$ cat src/hw/rtl/q2e_pkg.sv
package q2e_pkg;

   // Default build parameters
   localparam int CORDIC_STEPS_DEF       = 16;
   localparam int QUAT_FRACTION_BITS_DEF = 14;

   // Angle format: 1/65536 degree, signed
   localparam int ANG_W    = 26;
   localparam int ATAN_LEN = 24;

   localparam logic signed [ANG_W-1:0] ANG_90  = 26'sd5898240;
   localparam logic signed [ANG_W-1:0] ANG_180 = 26'sd11796480;

   // atan(2^-i) in 1/65536 degree, rounded to nearest
   localparam logic signed [ANG_W-1:0] ATAN_TABLE [ATAN_LEN] = '{
      26'sd2949120, 26'sd1740967, 26'sd919879, 26'sd466945,
      26'sd234379,  26'sd117304,  26'sd58666,  26'sd29335,
      26'sd14668,   26'sd7334,    26'sd3667,   26'sd1833,
      26'sd917,     26'sd458,     26'sd229,    26'sd115,
      26'sd57,      26'sd29,      26'sd14,     26'sd7,
      26'sd4,       26'sd2,       26'sd1,      26'sd0
   };

   // Cosine square root: radicand 2^60 - s^2, one result bit per cell
   localparam int RAD_W      = 61;
   localparam int ROOT_STEPS = 31;
   localparam int SIN_W      = 31;

   // Output limits in 1/128 degree
   localparam int ROLL_LIM  = 23040;
   localparam int PITCH_LIM = 11520;
   localparam int YAW_LIM   = 46080;

   // One result beat
   typedef struct packed {
      logic               clamped;
      logic        [15:0] yaw;
      logic signed [14:0] pitch;
      logic signed [15:0] roll;
   } rsp_beat_type;

endpackage

$ cat src/hw/rtl/q2e_root_cell.sv
module q2e_root_cell #(
   parameter int BIT_POS = 60
) (
   input  logic                          clock,
   input  logic                          en,
   input  logic [q2e_pkg::RAD_W-1:0]     rem_i,
   input  logic [q2e_pkg::RAD_W-1:0]     root_i,
   output logic [q2e_pkg::RAD_W-1:0]     rem_o,
   output logic [q2e_pkg::RAD_W-1:0]     root_o
);

   localparam int RW = q2e_pkg::RAD_W;
   localparam logic [RW:0] BIT_VAL = (RW+1)'(1) << BIT_POS;

   logic [RW:0]   trial;
   logic [RW-1:0] rem_in, rem_ff;
   logic [RW-1:0] root_in, root_ff;

   // Try to subtract root + bit from the remainder
   always_comb begin
      trial = {1'b0, root_i} + BIT_VAL;
      if ({1'b0, rem_i} >= trial) begin
         rem_in  = RW'({1'b0, rem_i} - trial);
         root_in = RW'({2'b00, root_i[RW-1:1]} + BIT_VAL);
      end else begin
         rem_in  = rem_i;
         root_in = {1'b0, root_i[RW-1:1]};
      end
   end

   always_ff @(posedge clock) begin
      if (en) begin
         rem_ff  <= rem_in;
         root_ff <= root_in;
      end
   end

   assign rem_o  = rem_ff;
   assign root_o = root_ff;

endmodule

$ cat config.mk
export PLATFORM = sky130hd
export DESIGN_NAME = q2e_root_cell
export DESIGN_NICKNAME = d
export VERILOG_FILES = /design/src/hw/rtl/q2e_pkg.sv /design/src/hw/rtl/q2e_root_cell.sv
export SDC_FILE = /design/constraint.sdc
export NUM_CORES = 1
export LEC_CHECK = 0
export ABC_AREA = 1
export BUFFER_PORTS_ARGS = -buffer_cell sky130_fd_sc_hd__buf_2
export CAP_MARGIN = 25
export CORE_MARGIN = 2
export CORE_UTILIZATION = 50
export CTS_CLUSTER_SIZE = 30
export DETAILED_ROUTE_END_ITERATION = 12
export PLACE_DENSITY_LB_ADDON = 0.3
export SYNTH_ARGS = -nofsm -noshare
export SYNTH_HDL_FRONTEND = slang
export SYNTH_SLANG_ARGS = --single-unit
$ cat constraint.sdc
create_clock -name clock -period 4.47 [get_ports clock]
set_input_delay 0.894 -clock clock [delete_from_list [all_inputs] [get_ports clock]]
set_output_delay 0.894 -clock clock [all_outputs]
set_load 0.005 [all_outputs]
==> out/results.txt <==
status - finished clean
Mapped Area - 0.0105 mm2
cell taking the most area after synthesis - edfxtp_1
Setup crit end kind - flip-flop
WL per Instance - 15.4 um
Diodes inserted - 0
first-pass GRT wire length - 50600 um
Final period util - 73.9%
# resized after CTS - 0
Leakage - 7.35 nW
Root Driver - clkbuf_16
Final #Nets - 2060
FP Rows - 53
max-cap viol count - 0
Yosys reg bits - 122
Max Freq - 0.303 GHz
Simple-Gate Fraction of Synth Area - 34.5%
sw frac - 31.7%
Detail Placement HPWL - 27500 um
Setup CP Type - input pin to flip-flop
H-tree level count - 4
Slew Limit Fails - 0
IO Count - 246
main combinational cell family by area after synthesis - simple AND/OR/NAND/NOR gates
post-route ant nets - 0
Hold WC Path Type - input pin to flip-flop
Final Setup Violations - 0
Post-synth top cells - nand2_1, inv_1, edfxtp_1
area added between synthesis and finish - 20.3%
largest net degree at the start of global routing - 65
Adder-Cell Fraction of Synth Area - 7.55%
mux cell area share after synthesis - 0%
worst setup margin - 1.17 ns
gr ovfl total - 0
synth top area cells - edfxtp_1, nand2_1, inv_1, ha_1, nor2_1
Die Y - 149 um
Port Buffers - 245
Slew HR - 46.4%
clock transition at the registers of the reported paths - 0.06 ns
EDFF count, synth - 122
ys flop type - edfxtp_1
cells after synthesis - 1621
Syn Area/Cell - 6.50 um2
Synth Area in XOR/XNOR - 2.58%
synth warn - 0
Critical Path Fanout Max - 44
core area - 0.0208 mm2
vias - 10.5k
hold buffers post-CTS - 0
Die X - 149 um
Fin Hold WS - 0.650 ns
final setup TNS - 0 ns
CTS Sinks - 122
Seq pwr share - 35.2%
Place WS - 0.860 ns
Pint - 2.76 mW
Clock Path Buffers - 2
maximum VDD drop - 222 uV
TritonRoute pass-1 iters - 6
ys async rst share - 0%
Synth cell types - 31
initial antenna violation count - 0
Synth Area in Compound Gates - 4.57%
share of cells above drive strength 1 - 16.6%
PwrDens - 319 mW/mm2
vias in the first global route - 9850
Yosys top cell area share - 34.8%
Least-Margin Pin Slew - 0.804 ns
Synth Net Count - 1808
final WL - 33200 um
Tot GR Track Use - 29.9%
Clock Power Share - 37.8%
DRT iter0 DRCs - 716
switching pwr - 1.28 mW
Required @ worst endpoint - 4.62 ns
die area - 0.0223 mm2
min cycle time layout - 3.30 ns
# DRC - 0
startpoint class of the critical path - input pin
via/cell ratio - 4.86
combinational share of power - 27.0%
crit path DAT - 3.46 ns
cts bufs inserted - 17
Post-CTS Setup Inserts - 0
Starting Density - 50.6%
most frequent cell after synthesis - nand2_1
sequential area share after synthesis - 34.8%
final hold viol count - 0
CTS tree - done
RSZ-0062 raised after global routing - false
routability cong. - 0.965
-- logic make-up after synthesis --
kind of cell    after synthesis
fa+ha+maj                    63
compound gates               94
simple gates                880
flops                       122
buf+inv                     431
xor+xnor                     31
-- through the flow --
step / power [mW] / instance area (um2) / instances / utilization (%)
2_1_floorplan: 2.11 / 10500 / 1621 / -
3_3_place_gp: 2.51 / 12000 / 2129 / 57.9
3_5_place_dp: 2.52 / 12000 / 2129 / 57.9
4_1_cts: 4.05 / 12700 / 2160 / 60.9
5_1_grt: 4.24 / 12700 / 2160 / 60.9
6_report: 4.04 / 12700 / 2160 / 60.9
-- sequential cells by signal, indices dropped and copies added, names as in the netlist --
signal	cells
root_o	61
rem_o	61
-- power by group through the flow --
stage               clock (mW)  combinational, mW  sequential, mW
global placement             0               1.07            1.45
CTS                       1.54               1.08            1.42
detailed placement           0               1.08            1.45
finish                    1.53               1.09            1.42
floorplan                    0              0.645            1.47
global route              1.59               1.22            1.43
-- area by class of cell --
cell class              instances  area (um2)
repair buffers                251        1300
inverters                     413        1550
clock buffers                  18         429
multi-input cells            1068        5190
clock inverters                13         201
well taps                     275         344
flip-flops and latches        122        3660
fillers                      2051        8140
-- final timing paths --
path / start / endpoint / cells after the start
max: root_i[15] / rem_o[28]$_DFFE_PP_ / 12
min: root_i[56] / root_o[55]$_DFFE_PP_ / 1
-- critical path: stages --
cell and delay (ns):
buf_2 0.08, inv_1 0.04, ha_1 0.35, nand2_1 0.13, nor2_1 0.25, nand2_1 0.14
nor3b_1 0.41, nand3_1 0.13, buf_4 0.25, nand3_4 0.13, buf_4 0.43, o21ai_0 0.16
-- layout by cell type, fill, tap and decap left out, types with 2 or more instances in the layout --
master,netlist,routed
nor4_1,2,2
a21oi_1,42,42
clkinv_2,0,3
ha_1,62,62
buf_4,0,5
bufinv_16,0,5
o21ai_0,12,12
o21bai_1,2,2
buf_12,0,2
inv_1,408,408
xor2_1,31,31
nor2_1,105,105
nand3b_1,2,2
nor2_4,2,2
nor2_2,6,6
clkinvlp_4,0,2
buf_2,11,244
edfxtp_1,122,122
inv_2,5,5
and2_1,4,4
and2_0,2,2
nand2_2,3,3
nand2_1,634,634
nand3_1,65,65
clkinv_4,0,2
nand3_2,10,9
clkbuf_16,0,17
nand4_1,35,35
nor3_2,4,4
nor3_1,4,4
o21ai_1,36,36
-- per-layer routing --
layer | vias up | global-route usage (%) | wire length [um] | share of wire (%)
li1 | 5427 | - | - | -
met2 | 382 | 47.2 | 14600 | 44
met1 | 4629 | 40.2 | 15200 | 46
met4 | 0 | 10.1 | 932 | 2.8
met3 | 57 | 7.46 | 2550 | 7.7
met5 | - | 0 | 0 | 0
Note: power is estimated with default switching activity, not from simulation.
