--- src/hw/rtl/q2e_pkg.sv ---
package q2e_pkg;

   // Default build parameters
   localparam int CORDIC_STEPS_DEF       = 16;
   localparam int QUAT_FRACTION_BITS_DEF = 14;

   // Angle format: 1/65536 degree, signed
   localparam int ANG_W    = 26;
   localparam int ATAN_LEN = 24;

   localparam logic signed [ANG_W-1:0] ANG_90  = 26'sd5898240;
   localparam logic signed [ANG_W-1:0] ANG_180 = 26'sd11796480;

   // atan(2^-i) in 1/65536 degree, rounded to nearest
   localparam logic signed [ANG_W-1:0] ATAN_TABLE [ATAN_LEN] = '{
      26'sd2949120, 26'sd1740967, 26'sd919879, 26'sd466945,
      26'sd234379,  26'sd117304,  26'sd58666,  26'sd29335,
      26'sd14668,   26'sd7334,    26'sd3667,   26'sd1833,
      26'sd917,     26'sd458,     26'sd229,    26'sd115,
      26'sd57,      26'sd29,      26'sd14,     26'sd7,
      26'sd4,       26'sd2,       26'sd1,      26'sd0
   };

   // Cosine square root: radicand 2^60 - s^2, one result bit per cell
   localparam int RAD_W      = 61;
   localparam int ROOT_STEPS = 31;
   localparam int SIN_W      = 31;

   // Output limits in 1/128 degree
   localparam int ROLL_LIM  = 23040;
   localparam int PITCH_LIM = 11520;
   localparam int YAW_LIM   = 46080;

   // One result beat
   typedef struct packed {
      logic               clamped;
      logic        [15:0] yaw;
      logic signed [14:0] pitch;
      logic signed [15:0] roll;
   } rsp_beat_type;

endpackage

--- src/hw/rtl/q2e_cordic_cell.sv ---
module q2e_cordic_cell #(
   parameter int STEP = 0,
   parameter int DW   = 36
) (
   input  logic                                 clock,
   input  logic                                 en,
   input  logic signed [DW-1:0]                 x_i,
   input  logic signed [DW-1:0]                 y_i,
   input  logic signed [q2e_pkg::ANG_W-1:0]     z_i,
   output logic signed [DW-1:0]                 x_o,
   output logic signed [DW-1:0]                 y_o,
   output logic signed [q2e_pkg::ANG_W-1:0]     z_o
);

   localparam int AW = q2e_pkg::ANG_W;
   localparam logic signed [AW-1:0] ANG =
      (STEP < q2e_pkg::ATAN_LEN) ? q2e_pkg::ATAN_TABLE[STEP] : '0;

   logic signed [DW-1:0] x_in, x_ff, y_in, y_ff;
   logic signed [AW-1:0] z_in, z_ff;

   // Rotate toward y = 0
   always_comb begin
      if (y_i > 0) begin
         x_in = x_i + (y_i >>> STEP);
         y_in = y_i - (x_i >>> STEP);
         z_in = z_i + ANG;
      end else begin
         x_in = x_i - (y_i >>> STEP);
         y_in = y_i + (x_i >>> STEP);
         z_in = z_i - ANG;
      end
   end

   always_ff @(posedge clock) begin
      if (en) begin
         x_ff <= x_in;
         y_ff <= y_in;
         z_ff <= z_in;
      end
   end

   assign x_o = x_ff;
   assign y_o = y_ff;
   assign z_o = z_ff;

endmodule

--- config.mk ---
export PLATFORM = sky130hd
export DESIGN_NAME = q2e_cordic_cell
export DESIGN_NICKNAME = d
export VERILOG_FILES = /design/src/hw/rtl/q2e_pkg.sv /design/src/hw/rtl/q2e_cordic_cell.sv
export SDC_FILE = /design/constraint.sdc
export NUM_CORES = 1
export LEC_CHECK = 0
export BUFFER_PORTS_ARGS = -buffer_cell sky130_fd_sc_hd__buf_2
export CORE_AREA = 2 2 150 152
export CTS_CLUSTER_DIAMETER = 100
export DETAILED_ROUTE_END_ITERATION = 7
export DIE_AREA = 0 0 152 154
export MAX_ROUTING_LAYER = met4
export PLACE_DENSITY_LB_ADDON = 0.15
export SLEW_MARGIN = 25
export SYNTH_ARGS = -nofsm -noshare
export SYNTH_HDL_FRONTEND = slang
export SYNTH_SLANG_ARGS = --single-unit
--- constraint.sdc ---
create_clock -name clock -period 3.4 [get_ports clock]
set_input_delay 0 -clock clock [delete_from_list [all_inputs] [get_ports clock]]
set_output_delay 0 -clock clock [all_outputs]
set_load 0.005 [all_outputs]
==> summary.txt, run 1 <==
Routing
  – Routed len/inst: ~20 µm
  – Routed Antenna Nets: 0
  – First drt pass iteration count: 5
  – Iter 0 DRT Violations: 760
  – # DRC: 0
  – Routed vias/inst: 5.70
  – Number of vias in the routed layout: 9,377
  – Final WL: 32,400 µm

Floorplan
  – Initial Util: 0.442
  – Die H: between 150 and 200 µm
  – Die area: 0.0234 mm²
  – Row count: 54
  – Core box area: 0.0217 mm²
  – Die width: between 150 and 200 µm
  – I/O pin count: 198

Worst setup path
  – Critical path type: in -> reg
  – CP top delay family: compound AO/OA/AOI/OAI gates
  – Critical Path Source Type: primary input
  – CP endpoint kind: flip-flop
  – Critical path buffers and inverters: 2
  – CP max FO: 7
  – Critical Path RT: roughly 3.5 ns
  – Most frequent cell on the critical path: a21oi_1
  – Crit-path cells: buf_2 > nor4_1 > nand4_1 > nor2_1 > a41o_4 > inv_2 > ha_1 > a21oi_1 > o21bai_1 > a21oi_1 > o21ai_0 > a21o_1 > a21oi_1 > xnor2_1
  – Critical Path AT: between 3 and 4 ns
  – Crit path largest cell delay: 0.44 ns
  – Crit-path slowest cell: nor4_1

Yosys
  – Syn_nets: 1,348
  – #FFs+latches synth: 97
  – Syn. warnings: 0
  – Async SR Flop Fraction: 0
  – Syn Inst Count: 1,131
  – Sequential area share after synthesis: 0.304
  – Main synth FF type: edfxtp_1
  – Netlist cell types: between 70 and 80
  – Syn_area_per_cell: 8.49 µm²
  – Post-Syn Area: 0.00960 mm²
  – Post-synth EDFFs: 97

Timing
  – Setup violators final: 0
  – Setup TNS: 0 ns
  – RSZ-0062 raised after global routing: no
  – Final Hold Fails: 0
  – Max Clock Freq: around 320 MHz
  – Worst Tran Pin Value: 0.870 ns
  – Minimum clock period: 3.16 ns
  – Max-slew violations: 0
  – Slew HR: 0.420
  – Share of the clock period used by the worst path: 0.929

Power
  – Static Leak: around 5.2 nW
  – P per Cell Area: ~380 mW/mm²
  – Peak supply drop: 0.228 mV

Finish
  – Multi-input gate area: 0.00603 mm²
  – Layout cells sized above 1: 0.215
  – N_diodes: 0
  – Final Util: 0.535
  – Filler Cell Count: between 2,000 and 2,500
  – Sequential cell area: 0.00291 mm²
  – Area grow syn2layout: 20.8%
  – Final net count: ~1,600

Clock tree
  – Inserted Clock Buffers: 9
  – CTS Buffer Depth: 2
  – Clock tree sinks: 97
  – CTS tree: built
  – Clk slew on worst S/H paths: 0.09 ns
  – H-tree levels: 3
  – Root Buffer: clkbuf_16

Placement
  – Port Buffers: between 150 and 200
  – RD Place Congestion: just over 1
  – Post-DP HPWL: 25,400 µm

GRT
  – First-pass GRT wire length: 49,900 µm
  – GRT Residual Overflow: 0
  – GRT Util Overall: 0.276
  – Largest net degree at the start of global routing: 77
  – Vias in the first global route: about 9,000
  – Initial antenna violation count: 0

Run status
  – Status: complete, no violations

Job
  – Max-Cap Viols: 0

Worst hold path
  – Worst hold-check path type: in -> reg
==> metrics by stage <==
stage	worst slack, ns	hold slack (ns)	power (mW)	std cells	area (µm²)
after floorplan	0.324	0.0989	2.65	1131	9600
after global placement	-0.116	0.176	3.34	1612	11100
after detailed placement	-0.200	0.179	3.34	1612	11100
after CTS	0.169	0.0633	4.44	1645	11600
after global routing	0.0519	0.0770	4.67	1645	11600
final	0.243	0.0641	4.44	1645	11600
==> sequential cells by signal (all words and copies together) (netlist names) <==
name and flops:
x_o 36, z_o 26, y_o 35
==> cell usage in the layout (no fill, tap or decap), types with 6 or more instances in the layout <==
| cell | Yosys | layout |
|---|---|---|
| o21a_1 | 8 | 8 |
| inv_1 | 112 | 111 |
| clkbuf_16 | 0 | 9 |
| nor4_1 | 15 | 15 |
| buf_4 | 3 | 53 |
| o21bai_1 | 15 | 15 |
| nor3_1 | 14 | 14 |
| nor2_1 | 111 | 111 |
| nand2_1 | 67 | 67 |
| a21o_1 | 24 | 24 |
| o31ai_1 | 10 | 10 |
| nand3_1 | 16 | 16 |
| edfxtp_1 | 97 | 97 |
| a211oi_1 | 11 | 11 |
| o21ai_0 | 68 | 68 |
| a31oi_1 | 7 | 7 |
| ha_1 | 113 | 113 |
| mux2i_1 | 9 | 9 |
| nand4_1 | 18 | 18 |
| o211ai_1 | 10 | 10 |
| dlygate4sd3_1 | 0 | 17 |
| buf_2 | 6 | 196 |
| xnor2_1 | 71 | 71 |
| nand2b_1 | 15 | 15 |
| a21oi_1 | 141 | 141 |
| nor2b_1 | 14 | 14 |
| xor2_1 | 7 | 7 |
| or2_2 | 6 | 6 |
==> power by group <==
part | internal (mW) | switching, mW | total, mW
sequential | 1.56 | 0.0540 | 1.62
combinational | 0.719 | 1.02 | 1.74
clock | 0.521 | 0.565 | 1.09
total | 2.80 | 1.64 | 4.44
==> logic make-up (layout without fill, tap and decap cells) <==
group / count (synthesis) / count (layout) / synth area share
AO/OA/AOI/OAI: 367 / 367 / 0.245
XOR/XNOR: 78 / 78 / 0.0712
adder cells (fa/ha/maj): 117 / 117 / 0.156
buffers and inverters: 167 / 401 / 0.0691
flip-flops: 97 / 97 / 0.304
multiplexers: 9 / 9 / 0.00939
AND/OR/NAND/NOR: 296 / 296 / 0.146
==> layout make-up <==
type,count,share of cell area
Multi-Input combinational cell,867,0.520
Clock inverter,7,0.00648
Clock buffer,9,0.0194
Timing Repair Buffer,266,0.134
Inverter,119,0.0387
Sequential cell,97,0.251
Tap cell,280,0.0302
==> what timing repair did <==
item,in CTS,in global routing
hold buffers,17,0
setup endpoints to repair,0,1
endpoints found under the hold margin,17,0
buffers inserted,0,0
gates resized for setup,0,1
==> synth_stat cells (11+ instances only) <==
master,number,area share
nand2_1,67,0.026
o21ai_0,68,0.035
ha_1,113,0.15
xnor2_1,71,0.065
nor3_1,14,0.0073
nor4_1,15,0.0098
o21bai_1,15,0.012
nor2_1,111,0.043
nand2b_1,15,0.0098
a21o_1,24,0.019
clkbuf_1,30,0.012
nand3_1,16,0.0083
nor2b_1,14,0.0091
inv_1,112,0.044
a211oi_1,11,0.0086
a21oi_1,141,0.074
edfxtp_1,97,0.30
nand4_1,18,0.012
==> metal layers <==
metal  track usage  wire length [µm]  vias up
met3        0.0411              1890       54
met4         0.107              1070        0
met5             -                 0        -
li1              -                 -     4518
met1         0.371             14900     4438
met2         0.423             14500      367
==> path summary, 6_finish.rpt <==
| path | start | endpoint | slack [ns] | cells after the start |
|---|---|---|---|---|
| hold / removal | en | y_o[21] | 0.06 | 1 |
| setup / recovery | y_i[31] | z_o[25] | 0.24 | 14 |
(Power assumes the default switching activity.)
==> run 2, diff against run 1 <==
- BUFFER_PORTS_ARGS: -buffer_cell sky130_fd_sc_hd__buf_2 -> -buffer_cell sky130_fd_sc_hd__buf_4
- CORE_AREA: 2 2 150 152 -> 2 2 178 128
- DIE_AREA: 0 0 152 154 -> 0 0 180 130
- RECOVER_POWER: unset -> 100
==> run 2 against run 1 <==
Compared with the run above:
- the flow now finishes with violations (capacitance limit, slew limit)
- sequential share of layout area down 1.1 points
- first-iteration DRC count up 19%
- core utilization up 1.8 points
==> summary.txt, run 2 (synthesis gave the netlist of run 1 again) <==
Finish
  – Flip-flop count of the largest register after layout: 36 (unchanged)
  – Finished Cell Area: 0.0121 mm² (was 0.0116 mm²)
  – Area grow syn2layout: 26.2% (was 20.8%)
  – N_diodes: 0 (unchanged)
  – Most frequent cells in the layout: 141 x a21oi_1, 141 x buf_4, 113 x ha_1 (was 196 x buf_2, 141 x a21oi_1, 113 x ha_1)
  – Layout cells sized above 1: 0.206 (was 0.215)
  – Final net count: 1,602 (was 1,577)

Routing
  – Final WL: 34,000 µm (was 32,400 µm)
  – Routed vias/inst: 5.72 (was 5.70)
  – Routed Antenna Nets: 0 (unchanged)
  – Routed len/inst: 20.2 µm (was 19.7 µm)
  – # DRC: 0 (unchanged)
  – First drt pass iteration count: 7 (was 5)
  – Number of vias in the routed layout: 9,594 (was 9,377)
  – Iter 0 DRT Violations: 906 (was 760)

Timing
  – Max Clock Freq: 324 MHz (was 317 MHz)
  – Final Hold Fails: 0 (unchanged)
  – Max-slew violations: 64 (was 0)
  – Min Hold Slack: 0.0626 ns (was 0.0641 ns)
  – Minimum clock period: 3.09 ns (was 3.16 ns)
  – Share of the clock period used by the worst path: 0.908 (was 0.929)
  – Setup TNS: 0 ns (unchanged)
  – Setup violators final: 0 (unchanged)
  – Worst Tran Pin Value: 1.78 ns (was 0.870 ns)
  – RSZ-0062 raised after global routing: no (unchanged)
  – Slew HR: -0.186 (was 0.420)

Worst hold path
  – Worst hold-check path type: in -> reg (unchanged)

Floorplan
  – Core box area: 0.0219 mm² (was 0.0217 mm²)
  – Initial Util: 0.438 (was 0.442)
  – Die H: 130 µm (was 154 µm)
  – Die width: 180 µm (was 152 µm)
  – Die area: 0.0234 mm² (about the same)
  – I/O pin count: 198 (unchanged)
  – Row count: 46 (was 54)

Worst setup path
  – CP endpoint kind: flip-flop (unchanged)
  – CP max FO: 5 (was 7)
  – Critical Path AT: 3.20 ns (was 3.26 ns)
  – Critical Path RT: 3.51 ns (about the same)
  – Critical path type: in -> reg (unchanged)
  – Critical Path Source Type: primary input (unchanged)

Power
  – Static Leak: 5.37 nW (was 5.20 nW)
  – Peak supply drop: 0.251 mV (was 0.228 mV)
  – P per Cell Area: 374 mW/mm² (was 383 mW/mm²)

Clock tree
  – Clk slew on worst S/H paths: 0.08 ns (was 0.09 ns)
  – Clock tree sinks: 97 (unchanged)
  – CTS tree: built (unchanged)
  – Post-cts sizing count: 0 (unchanged)
  – H-tree levels: 3 (unchanged)
  – Root Buffer: clkbuf_16 (unchanged)
  – CTS Buffer Depth: 2 (unchanged)
  – Inserted Clock Buffers: 9 (unchanged)

GRT
  – First-pass GRT wire length: 52,000 µm (was 49,900 µm)
  – Largest net degree at the start of global routing: 77 (unchanged)
  – GRT Residual Overflow: 0 (unchanged)
  – Vias in the first global route: 9,020 (was 8,971)
  – Initial antenna violation count: 0 (unchanged)
  – GRT Util Overall: 0.296 (was 0.276)

Placement
  – Post-DP HPWL: 27,100 µm (was 25,400 µm)
  – DP Area: 0.0118 mm² (was 0.0111 mm²)
  – RD Place Congestion: 0.992 (was 1.01)
  – Port Buffers: 197 (unchanged)

Job
  – Max-Cap Viols: 2 (was 0)

Run status
  – Status: complete, but fails checks (was complete, no violations)
  – Failing checks: capacitance limit, slew limit
==> run 2: what timing repair did <==
action / 4_1_cts / 5_1_grt
hold buffers: 17 / 0
buffers inserted: 0 / 0
endpoints found under the setup margin: 0 / 0
hold endpoints to repair: 17 / 0
==> run 2: final timing paths <==
| kind | startpoint | endpoint | depth (start not counted) |
|---|---|---|---|
| setup / recovery | x_i[4] | x_o[29] | 14 |
| hold / removal | z_i[25] | z_o[25] | 3 |
==> run 2: layout make-up <==
type	instances	area, µm²
Sequential cell	97	2910
Inverter	119	449
Clock inverter	6	47.5
Multi-Input combinational cell	867	5990
Timing Repair Buffer	291	2130
Clock buffer	10	229
Fill cell	2126	9810
Tap cell	288	360
==> run 2: routing by layer <==
metal | global-route usage | vias up | wire, µm
met5 | - | - | 0
met4 | 0.0555 | 0 | 388
met3 | 0.0620 | 24 | 3420
met2 | 0.399 | 484 | 13300
met1 | 0.450 | 4526 | 16800
li1 | - | 4560 | -
==> run 2: power by group <==
| group | internal (mW) | leakage (nW) | switching (mW) |
|---|---|---|---|
| Combinational | 0.823 | 4.28 | 1.06 |
| Clock | 0.508 | 0.134 | 0.513 |
| Sequential | 1.57 | 0.949 | 0.0600 |
| Total | 2.90 | 5.37 | 1.63 |
==> run 2: per-stage QoR <==
step	util	power (mW)	setup WS (ns)	cells
after detailed placement	0.539	3.53	0.0972	1645
after global routing	0.552	4.78	0.165	1678
after CTS	0.559	4.58	0.466	1678
after floorplan	-	2.65	0.324	1131
final	0.552	4.53	0.312	1678
after global placement	0.539	3.53	0.152	1645
==> run 2: critical path, cell delays in order <==
cell and delay (ns):
buf_4 0.09, inv_1 0.04, ha_1 0.34, inv_4 0.04, a2111oi_0 0.46, a211oi_1 0.16
clkbuf_1 0.19, o21ai_1 0.35, a31oi_2 0.13, clkbuf_1 0.21, a311oi_2 0.61, nor3_1 0.11
nor4_1 0.36, xnor2_1 0.09
==> run 3, diff against run 2 <==
- CTS_BUF_LIST: unset -> sky130_fd_sc_hd__clkbuf_8
==> run 3 against run 2 <==
Compared with the run above:
- the run still ends with capacitance limit, slew limit left
- total power decreased by 6.0%
- first-iteration DRC count is 0.22% higher
- flip-flop and latch count unchanged
- global-route usage about the same
- clock-buffer cell count fell by 1
==> summary.txt, run 3 (synthesis gave the netlist of run 1 again) <==
Run status
  – Status: complete, but fails checks (unchanged)
  – Failing checks: capacitance limit, slew limit (unchanged)

Worst setup path
  – CP endpoint kind: flip-flop (unchanged)
  – Critical Path AT: 3.35 ns (was 3.20 ns)
  – Critical Path RT: 3.53 ns (was 3.51 ns)
  – Critical path type: in -> reg (unchanged)
  – CP max FO: 4 (was 5)
  – Crit path largest cell delay: 0.58 ns (was 0.61 ns)
  – Critical Path Source Type: primary input (unchanged)
  – Crit-path slowest cell: dlygate4sd3_1 (was a311oi_2)
  – Crit-path cells: clkbuf_1 > dlygate4sd3_1 > ha_1 > fa_1 > nand2b_1 > a211o_1 > a31oi_1 > buf_4 > o21a_1 > a211o_1 > a21oi_1 > a21oi_1 > o31ai_1 > xnor2_1 (was buf_4 > inv_1 > ha_1 > inv_4 > a2111oi_0 > a211oi_1 > clkbuf_1 > o21ai_1 > a31oi_2 > clkbuf_1 > a311oi_2 > nor3_1 > nor4_1 > xnor2_1)

Clock tree
  – H-tree levels: 3 (unchanged)
  – CTS tree: built (unchanged)
  – Inserted Clock Buffers: 9 (unchanged)
  – Cts-stage hold buffer count: 19 (was 17)
  – Post-CTS Setup Bufs: 0 (unchanged)
  – Root Buffer: clkbuf_8 (was clkbuf_16)
  – Post-cts sizing count: 0 (unchanged)
  – Clk slew on worst S/H paths: 0.12 ns (was 0.08 ns)
  – Clock tree sinks: 97 (unchanged)
  – CTS Buffer Depth: 2 (unchanged)

Floorplan
  – Die width: 180 µm (unchanged)
  – Core box area: 0.0219 mm² (unchanged)
  – Row count: 46 (unchanged)
  – Die H: 130 µm (unchanged)
  – I/O pin count: 198 (unchanged)
  – Initial Util: 0.438 (unchanged)
  – Die area: 0.0234 mm² (unchanged)

Routing
  – Routed Antenna Nets: 0 (unchanged)
  – Routed vias/inst: 5.69 (was 5.72)
  – First drt pass iteration count: 6 (was 7)
  – Routed len/inst: 20.1 µm (was 20.2 µm)
  – Final WL: 33,800 µm (was 34,000 µm)
  – Number of vias in the routed layout: 9,567 (was 9,594)
  – Iter 0 DRT Violations: 908 (was 906)
  – # DRC: 0 (unchanged)

Finish
  – Layout cells sized above 1: 0.205 (was 0.206)
  – Final net count: 1,604 (was 1,602)
  – Most frequent cells in the layout: 141 x a21oi_1, 139 x buf_4, 113 x inv_1, 113 x ha_1, 111 x nor2_1 (was 141 x a21oi_1, 141 x buf_4, 113 x ha_1)
  – Filler Cell Count: 2,144 (was 2,126)
  – Area grow syn2layout: 25.5% (was 26.2%)
  – Flip-flop count of the largest register after layout: 36 (unchanged)
  – N_diodes: 0 (unchanged)
  – Most common cell after layout, fill and taps aside: a21oi_1

GRT
  – GRT Residual Overflow: 0 (unchanged)
  – GRT Util Overall: 0.295 (was 0.296)
  – Initial antenna violation count: 0 (unchanged)
  – Largest net degree at the start of global routing: 77 (unchanged)
  – First-pass GRT wire length: 52,000 µm (about the same)
  – Vias in the first global route: 9,026 (was 9,020)

Placement
  – Setup slack at placement: 0.0972 ns (unchanged)
  – Port Buffers: 197 (unchanged)
  – Post-DP HPWL: 27,100 µm (unchanged)
  – RD Place Congestion: 0.992 (unchanged)

Timing
  – Setup violators final: 0 (unchanged)
  – Setup TNS: 0 ns (unchanged)
  – Share of the clock period used by the worst path: 0.945 (was 0.908)
  – Final Hold Fails: 0 (unchanged)
  – Worst Tran Pin Value: 1.81 ns (was 1.78 ns)
  – Minimum clock period: 3.21 ns (was 3.09 ns)
  – Max Clock Freq: 311 MHz (was 324 MHz)
  – Max-slew violations: 64 (unchanged)
  – Slew HR: -0.207 (was -0.186)
  – PnR worst setup slack: 0.187 ns (was 0.312 ns)
  – RSZ-0062 raised after global routing: no (unchanged)

Power
  – Static Leak: 5.33 nW (was 5.37 nW)
  – P per Cell Area: 354 mW/mm² (was 374 mW/mm²)
  – Peak supply drop: 0.196 mV (was 0.251 mV)

Worst hold path
  – Worst hold-check path type: in -> reg (unchanged)

Job
  – Max-Cap Viols: 2 (unchanged)
==> run 3: cell count changes in the layout (fill, tap and decap cells not counted), sizes merged <==
cell	previous run	this run
buf	142	141
dlygate4sd3	17	19
inv	120	121
==> run 3: through the flow <==
step	area (µm²)	power, mW	cells	utilization	hold WS, ns
2_1_floorplan	9600	2.65	1131	-	0.0989
3_3_place_gp	11800	3.53	1645	0.539	0.178
3_5_place_dp	11800	3.53	1645	0.539	0.179
4_1_cts	12200	4.32	1680	0.555	0.0556
5_1_grt	12000	4.51	1680	0.549	0.0628
6_report	12000	4.26	1680	0.549	0.0719
==> run 3: report_power, final <==
group | internal (mW) | leakage (nW) | switching [mW] | total, mW
registers | 1.57 | 0.949 | 0.0593 | 1.62
logic | 0.823 | 4.29 | 1.06 | 1.88
clock network | 0.274 | 0.0922 | 0.479 | 0.753
==> run 3: final cells by class <==
| class | count | area (µm²) | area share |
|---|---|---|---|
| flip-flops and latches | 97 | 2910 | 0.242 |
| inverters | 119 | 449 | 0.0373 |
| multi-input cells | 867 | 5990 | 0.497 |
| well taps | 288 | 360 | 0.0299 |
| clock inverters | 7 | 51.3 | 0.00426 |
| clock buffers | 9 | 124 | 0.0103 |
| repair buffers | 293 | 2160 | 0.179 |
==> run 3: path summary, 6_finish.rpt <==
kind	slack [ns]	start	end	cells after the start
hold / removal	0.07	x_i[0]	x_o[0]	4
setup / recovery	0.19	y_i[0]	x_o[28]	14
==> run 3: routing by layer <==
metal,GRT usage,vias to the layer above,share of wire
li1,-,4559,-
met2,0.399,477,0.39
met4,0.0536,0,0.010
met3,0.0631,26,0.10
met1,0.449,4505,0.50
met5,-,-,0
==> run 3: critical path, delay by kind of cell <==
family / cells / cell delay [ns]
xor gates and xnor gates: 1 / 0.14
AOI/OAI and AO/OA: 7 / 1.48
and+or+nand+nor: 1 / 0.19
buffers and inverters: 3 / 0.87
adders and majority gates: 2 / 0.64
